--- src/sv/u8n1_pkg.sv ---
package u8n1_pkg;

    localparam int unsigned CFG_W = 16;
    localparam int unsigned CFG_ADDR_W = 1;
    localparam int unsigned BYTE_W = 8;
    localparam int unsigned BIT_IDX_W = 4;

    localparam logic [CFG_ADDR_W-1:0] REG_BIT_PERIOD = 1'b0;
    localparam logic [CFG_ADDR_W-1:0] REG_HALF_PERIOD = 1'b1;

    localparam logic [CFG_W-1:0] BIT_PERIOD_RESET = 16'd52;
    localparam logic [CFG_W-1:0] HALF_PERIOD_RESET = 16'd26;

    // frame layout: start bit, eight data bits, stop bit
    localparam logic [BIT_IDX_W-1:0] IDX_START = 4'd0;
    localparam logic [BIT_IDX_W-1:0] IDX_LAST_DATA = 4'd8;
    localparam logic [BIT_IDX_W-1:0] IDX_STOP = 4'd9;

    typedef struct packed {
        logic [CFG_W-1:0] bit_period;
        logic [CFG_W-1:0] half_period;
    } timing_t;

    // one tick counts as the end of a bit when timer + 1 reaches the limit
    function automatic logic period_done(input logic [CFG_W-1:0] timer,
                                         input logic [CFG_W-1:0] limit);
        logic [CFG_W:0] sum;
        sum = {1'b0, timer} + {{CFG_W{1'b0}}, 1'b1};
        return sum >= {1'b0, limit};
    endfunction

endpackage

--- src/sv/u8n1_tx.sv ---
module u8n1_tx (
    input  logic                          clk,
    input  logic                          rst_n,
    input  logic                          advance,
    input  u8n1_pkg::timing_t             timing,
    input  logic                          tx_start,
    input  logic [u8n1_pkg::BYTE_W-1:0]   tx_data,
    output logic                          tx_line,
    output logic                          tx_busy
);

    logic [u8n1_pkg::BYTE_W-1:0]    shift_reg, shift_next;
    logic [u8n1_pkg::BIT_IDX_W-1:0] idx_reg, idx_next;
    logic [u8n1_pkg::CFG_W-1:0]     timer_reg, timer_next;
    logic                           active_reg, active_next;

    logic [u8n1_pkg::BYTE_W-1:0]    cur_shift;
    logic [u8n1_pkg::BIT_IDX_W-1:0] cur_idx;
    logic [u8n1_pkg::BIT_IDX_W-1:0] data_pos;
    logic [u8n1_pkg::CFG_W-1:0]     cur_timer;
    logic                           load;
    logic [u8n1_pkg::CFG_W-1:0]     eff_period;

    assign load = !active_reg && tx_start;
    assign cur_shift = load ? tx_data : shift_reg;
    assign cur_idx = load ? u8n1_pkg::IDX_START : idx_reg;
    assign cur_timer = load ? '0 : timer_reg;
    assign data_pos = cur_idx - 4'd1;
    assign eff_period = (timing.bit_period == '0) ? 16'd1 : timing.bit_period;

    always_comb
    begin
        tx_busy = active_reg || tx_start;
        tx_line = 1'b1;
        shift_next = cur_shift;
        idx_next = cur_idx;
        timer_next = cur_timer;
        active_next = tx_busy;
        if (tx_busy)
        begin
            if (cur_idx == u8n1_pkg::IDX_START)
                tx_line = 1'b0;
            else if (cur_idx <= u8n1_pkg::IDX_LAST_DATA)
                tx_line = cur_shift[data_pos[2:0]];
            if (u8n1_pkg::period_done(cur_timer, eff_period))
            begin
                timer_next = '0;
                if (cur_idx == u8n1_pkg::IDX_STOP)
                begin
                    idx_next = u8n1_pkg::IDX_START;
                    active_next = 1'b0;
                end
                else
                    idx_next = cur_idx + 4'd1;
            end
            else
                timer_next = cur_timer + 16'd1;
        end
    end

    always_ff @(posedge clk or negedge rst_n)
    begin
        if (!rst_n)
        begin
            shift_reg <= '0;
            idx_reg <= '0;
            timer_reg <= '0;
            active_reg <= 1'b0;
        end
        else if (advance)
        begin
            shift_reg <= shift_next;
            idx_reg <= idx_next;
            timer_reg <= timer_next;
            active_reg <= active_next;
        end
    end

endmodule

--- src/sv/u8n1_rx.sv ---
module u8n1_rx (
    input  logic                          clk,
    input  logic                          rst_n,
    input  logic                          advance,
    input  u8n1_pkg::timing_t             timing,
    input  logic                          rx_line,
    output logic                          rx_valid,
    output logic [u8n1_pkg::BYTE_W-1:0]   rx_data
);

    typedef enum logic [1:0] {
        RX_IDLE = 2'd0,
        RX_HALF = 2'd1,
        RX_BITS = 2'd2
    } rx_phase_t;

    rx_phase_t                      phase_reg, phase_next;
    logic [u8n1_pkg::CFG_W-1:0]     timer_reg, timer_next;
    logic [u8n1_pkg::BIT_IDX_W-1:0] idx_reg, idx_next;
    logic [u8n1_pkg::BYTE_W-1:0]    shift_reg, shift_next;
    logic [u8n1_pkg::CFG_W-1:0]     eff_period;

    assign eff_period = (timing.bit_period == '0) ? 16'd1 : timing.bit_period;

    always_comb
    begin
        phase_next = phase_reg;
        timer_next = timer_reg;
        idx_next = idx_reg;
        shift_next = shift_reg;
        rx_valid = 1'b0;
        rx_data = '0;
        unique case (phase_reg)
            RX_HALF:
            begin
                if (u8n1_pkg::period_done(timer_reg, timing.half_period))
                begin
                    phase_next = RX_BITS;
                    timer_next = '0;
                end
                else
                    timer_next = timer_reg + 16'd1;
            end
            RX_BITS:
            begin
                if (u8n1_pkg::period_done(timer_reg, eff_period))
                begin
                    timer_next = '0;
                    if (idx_reg < u8n1_pkg::IDX_LAST_DATA)
                    begin
                        shift_next = {rx_line, shift_reg[u8n1_pkg::BYTE_W-1:1]};
                        idx_next = idx_reg + 4'd1;
                    end
                    else
                    begin
                        rx_valid = 1'b1;
                        rx_data = shift_reg;
                        phase_next = RX_IDLE;
                        idx_next = '0;
                    end
                end
                else
                    timer_next = timer_reg + 16'd1;
            end
            default:
            begin
                phase_next = RX_IDLE;
                if (!rx_line)
                begin
                    shift_next = '0;
                    idx_next = '0;
                    timer_next = '0;
                    phase_next = (timing.half_period == '0) ? RX_BITS : RX_HALF;
                end
            end
        endcase
    end

    always_ff @(posedge clk or negedge rst_n)
    begin
        if (!rst_n)
        begin
            phase_reg <= RX_IDLE;
            timer_reg <= '0;
            idx_reg <= '0;
            shift_reg <= '0;
        end
        else if (advance)
        begin
            phase_reg <= phase_next;
            timer_reg <= timer_next;
            idx_reg <= idx_next;
            shift_reg <= shift_next;
        end
    end

endmodule

--- src/sv/uart_8n1_tx_rx.sv ---
// tick-timed 8n1 serial transmitter and receiver
// input stream: one transfer per serial tick, carrying the sampled receive
//   line and an optional send request with its byte
// output stream: one transfer per input transfer, in order, carrying the
//   transmit line level, the busy flag and any byte completed on that tick
// configuration: cfg_we with cfg_addr 0 writes bit_period, 1 writes
//   half_period; write only while no transfer is in flight
// latency: a result is presented the cycle after its tick is taken
// throughput: one tick per cycle; all tx and rx state updates for a tick
//   fit in the single stage between the state registers and the output
//   register
// reset: both engines idle, tx line high, bit_period 52, half_period 26
// stall: while m_axis_tready is low the output register holds its result;
//   s_axis_tready is high while that register is empty or is drained in
//   the same cycle, and the tx and rx engines advance only on taken ticks
module uart_8n1_tx_rx (
    input  logic                          clk,
    input  logic                          rst_n,
    input  logic                          cfg_we,
    input  logic [u8n1_pkg::CFG_ADDR_W-1:0] cfg_addr,
    input  logic [u8n1_pkg::CFG_W-1:0]    cfg_wdata,
    input  logic                          s_axis_tvalid,
    output logic                          s_axis_tready,
    // rx_line, tx_data, zero fill
    input  logic [15:0]                   s_axis_tdata,
    // tx_start
    input  logic                          s_axis_tuser,
    output logic                          m_axis_tvalid,
    input  logic                          m_axis_tready,
    // tx_line, tx_busy, rx_data, zero fill
    output logic [15:0]                   m_axis_tdata,
    // rx_valid
    output logic                          m_axis_tuser
);

    u8n1_pkg::timing_t              timing_reg;
    logic                           advance;
    logic                           tx_line;
    logic                           tx_busy;
    logic                           rx_valid;
    logic [u8n1_pkg::BYTE_W-1:0]    rx_data;
    logic                           out_valid_reg;
    logic [15:0]                    out_data_reg;
    logic                           out_user_reg;

    assign s_axis_tready = !out_valid_reg || m_axis_tready;
    assign advance = s_axis_tvalid && s_axis_tready;

    always_ff @(posedge clk or negedge rst_n)
    begin
        if (!rst_n)
        begin
            timing_reg.bit_period <= u8n1_pkg::BIT_PERIOD_RESET;
            timing_reg.half_period <= u8n1_pkg::HALF_PERIOD_RESET;
        end
        else if (cfg_we)
        begin
            unique case (cfg_addr)
                u8n1_pkg::REG_BIT_PERIOD:  timing_reg.bit_period <= cfg_wdata;
                u8n1_pkg::REG_HALF_PERIOD: timing_reg.half_period <= cfg_wdata;
                default: ;
            endcase
        end
    end

    u8n1_tx u_tx (
        .clk      (clk),
        .rst_n    (rst_n),
        .advance  (advance),
        .timing   (timing_reg),
        .tx_start (s_axis_tuser),
        .tx_data  (s_axis_tdata[8:1]),
        .tx_line  (tx_line),
        .tx_busy  (tx_busy)
    );

    u8n1_rx u_rx (
        .clk      (clk),
        .rst_n    (rst_n),
        .advance  (advance),
        .timing   (timing_reg),
        .rx_line  (s_axis_tdata[0]),
        .rx_valid (rx_valid),
        .rx_data  (rx_data)
    );

    always_ff @(posedge clk or negedge rst_n)
    begin
        if (!rst_n)
            out_valid_reg <= 1'b0;
        else if (advance)
            out_valid_reg <= 1'b1;
        else if (m_axis_tready)
            out_valid_reg <= 1'b0;
    end

    always_ff @(posedge clk)
    begin
        if (advance)
        begin
            out_data_reg <= {6'd0, rx_data, tx_busy, tx_line};
            out_user_reg <= rx_valid;
        end
    end

    assign m_axis_tvalid = out_valid_reg;
    assign m_axis_tdata = out_data_reg;
    assign m_axis_tuser = out_user_reg;

endmodule

--- config.mk ---
export PLATFORM = sky130hd
export DESIGN_NAME = uart_8n1_tx_rx
export DESIGN_NICKNAME = d
export VERILOG_FILES = /design/src/sv/u8n1_pkg.sv /design/src/sv/u8n1_tx.sv /design/src/sv/u8n1_rx.sv /design/src/sv/uart_8n1_tx_rx.sv
export SDC_FILE = /design/constraint.sdc
export NUM_CORES = 1
export LEC_CHECK = 0
export ABC_AREA = 1
export BUFFER_PORTS_ARGS = -buffer_cell sky130_fd_sc_hd__clkbuf_2
export CAP_MARGIN = 20
export CORE_ASPECT_RATIO = 0.7
export CORE_MARGIN = 8
export CORE_UTILIZATION = 50
export CTS_CLUSTER_SIZE = 25
export DETAILED_ROUTE_END_ITERATION = 10
export GPL_ROUTABILITY_DRIVEN = 0
export HOLD_SLACK_MARGIN = 0.06
export PLACE_DENSITY_LB_ADDON = 0.3
export SETUP_SLACK_MARGIN = 0.2
export SLEW_MARGIN = 20
export SYNTH_ARGS = -nofsm -noshare
export SYNTH_HDL_FRONTEND = slang
export SYNTH_SLANG_ARGS = --single-unit
--- constraint.sdc ---
create_clock -name clk -period 7 [get_ports clk]
set_input_delay 1.4 -clock clk [delete_from_list [all_inputs] [get_ports clk]]
set_output_delay 1.4 -clock clk [all_outputs]
set_load 0.02 [all_outputs]
==> results.json <==
{
  "synthCells": 859,
  "drive_gt1_share_pct": 9.867,
  "worstPathRequired_ns": 7.25,
  "path_common_cell": "nand2_1",
  "die_area_mm2": 0.01728,
  "reg2reg_from": "u_tx.active_reg",
  "outcome": "complete, no violations",
  "design_area_mm2": 0.007267,
  "clock_path_buffers": 2,
  "stdcell_count": 1068,
  "drtIter0Drc": 469,
  "routed_via_density": 5.228,
  "rows": 35,
  "n_antenna_cell": 0,
  "maxSlewViolCount": 0,
  "layout_setup_ws_ns": 2.310,
  "cts_resized": 0,
  "grt_usage_pct": 18.18,
  "startpoint_type": "primary input",
  "first_pass_iters": 5,
  "post_cts_buffers": 0,
  "vias": 5583,
  "layout_worst_path_cycle_share_pct": 67.01,
  "cts_root_buf": "clkbuf_16",
  "whs_path_depth": 2,
  "p_leak_uw": 0.003882,
  "cp_data_arrival_time_ns": 4.94,
  "max_stage_delay_ns": 0.33,
  "hpwlAfterDp_mm": 11.72,
  "wl_per_cell_um": 14.47,
  "grt_pass1_wl_mm": 25.81,
  "postCtsHoldBufs": 0,
  "die_y_um": 112.4,
  "largest_reg_flops": 32,
  "ant_nets": 0,
  "dp_slack_ns": 2.036,
  "crit_family": "simple AND/OR/NAND/NOR gates",
  "synthArstFlopShare_pct": 89.32,
  "fin_setup_tns_ns": 0,
  "critPathLaunch": "s_axis_tuser",
  "core_mm2": 0.01305,
  "worst_r2r_path_depth": 19,
  "cp-end-kind": "flop",
  "io_pins": 58,
  "crit_type": "primary input to flop",
  "cap_violations": 0,
  "peakVddDrop_uv": 125.8,
  "rsz0062_at_grt": "false",
  "chipWidth_um": 153.7,
  "placed_cells": 1052,
  "finalHoldViolCount": 0,
  "overflow": 0,
  "fin_crit_ns": 4.690,
  "yosys.area.top_type_share_pct": 32.41,
  "avgSynthCellArea_um2": 7.730,
  "path_cells": "clkbuf_2, nand2_2, nand2_1, inv_1, ha_1, nand4_1, nor2_1, a21oi_1, or2_2, inv_1, ha_1, a21oi_1, a21boi_0, nand2_1, nand2_1, nand2_2, inv_2, nand2_1, o21ai_1",
  "synth_flop_cell": "dfrtp_1",
  "r2r_setup_slack_ns": 3.03,
  "utilization_pct": 55.69,
  "setup_violations": 0,
  "path_max_fanout": 23,
  "synth_edf_count": 11,
  "synth_area_leaders": "dfrtp_1 (32%), nand2_1 (13%), ha_1 (11%)",
  "grt_pass1_vias": 5199,
  "fin_skew_ns": 0.01017,
  "synth_seq_area_share_pct": 39.76,
  "synth.ff_latch_count": 103,
  "wl_mm": 15.45,
  "portBuffers": 44,
  "min_to": "u_tx.shift_reg[6]",
  "cts_max_level": 3,
  "antenna_found_initial": 0,
  "clkSinkCount": 103,
  "cts_tree": "done",
  "cts_made_buffers": 9,
  "drc": 0,
  "grt_start_max_net_pins": 49,
  "critPathBufInv": 4,
  "synth.cell_area_mm2": 0.006640,
  "min_from": "u_tx.shift_reg[6]",
  "yosysTopAreaCell": "dfrtp_1",
  "nets": 994,
  "critPathSlowestCell": "nand2_2",
  "hold_class": "flop to flop",
  "fmax_ghz": 0.2132,
  "synth_cell_types": 45,
  "reg2reg_to": "u_tx.timer_reg[9]",
  "area_growth_pct": 9.440,
  "clk_latency_ns": 0.35,
  "slew_headroom_pct": 27.27,
  "yosysWarnings": 0,
  "power_density_mw_per_mm2": 248.1,
  "placed_area_mm2": 0.006963,
  "initial_core_util_pct": 50.88,
  "cts.clk_slew.worst_paths_ns": 0.07,
  "tightest_slew_ns": 1.087
}
## cell families after synthesis
logic type / synth area share (%)
compound gates: 8.197
buf+inv: 10.38
flops: 39.76
xor+xnor: 3.957
simple gates: 26.72
other cells: 0.05647
fa+ha+maj: 10.93
## cell usage after synthesis, drive strengths merged, types with 2 or more instances
master and instances:
a21oi 25, buf 13, clkbuf 10, clkinv 2
dfrtp 86, dfstp 6, edfxtp 11, ha 58
inv 146, nand2 230, nand3 45, nand4 36
nor2 57, nor3 14, nor4 9, o211ai 2
o21ai 56, o21bai 2, o221ai 2, o22ai 10
xnor2 8, xor2 22
## worst max path at each step
stage	end	cells past startpoint	slack, ns
global route	u_tx.timer_reg[5]	21	1.98
CTS	u_tx.timer_reg[5]	19	2.36
detailed placement	u_tx.timer_reg[0]	19	2.04
floorplan	u_tx.timer_reg[10]	22	3.10
finish	u_tx.timer_reg[9]	19	2.31
global placement	u_tx.timer_reg[5]	21	2.14
## worst reg2reg max path, delay by kind of cell, from the launching register on
kind            cells  cell delay, ns
flops               1            0.40
fa+ha+maj           2            0.49
compound gates      4            0.77
buf+inv             4            0.38
simple gates        9            1.85
## cell type report
cell class | instances | area [µm²]
inverters | 148 | 555.5
well taps | 166 | 207.7
flip-flops and latches | 103 | 2640
multi-input cells | 590 | 3329
clock inverters | 7 | 78.83
fillers | 1210 | 5783
clock buffers | 9 | 225.2
repair buffers | 45 | 230.2
## per-layer routing
layer  global-route usage (%)  up-vias  part of all wire, %  routed length (µm)
met5                        0        -                    0                   0
met4                    3.904        0                 0.84                 129
met3                    3.493       13                  5.6                 862
met2                    25.76      133                   41                6337
met1                    27.78     2585                   53                8119
li1                         -     2852                    -                   -
## power by group
group          internal, µW  leakage, µW  switching [µW]
sequential              688      0.00131            61.4
clock                   281     0.000146             238
combinational           175      0.00243             360
total                  1140      0.00388             659
## through the flow
step	power (µW)	hold WS, ns
finish	1803	0.4714
global route	1916	0.4967
CTS	1806	0.4715
detailed placement	1286	0.4550
global placement	1271	0.4542
floorplan	1154	0.4367
## cell usage in the layout, fill, tap and decap left out, drive strengths merged, types with 2 or more instances in the layout
cell type  instances
o21bai             2
a21oi             25
nor2              57
xor2              22
ha                58
o21ai             56
nand3             45
nand2            230
clkinv             5
clkbuf            52
o221ai             2
dfstp              6
o211ai             2
nor4               9
conb               6
buf                2
nand4             36
dfrtp             86
edfxtp            11
inv              148
nor3              14
o22ai             10
xnor2              8
No activity file was read; power rests on OpenSTA's default activity.
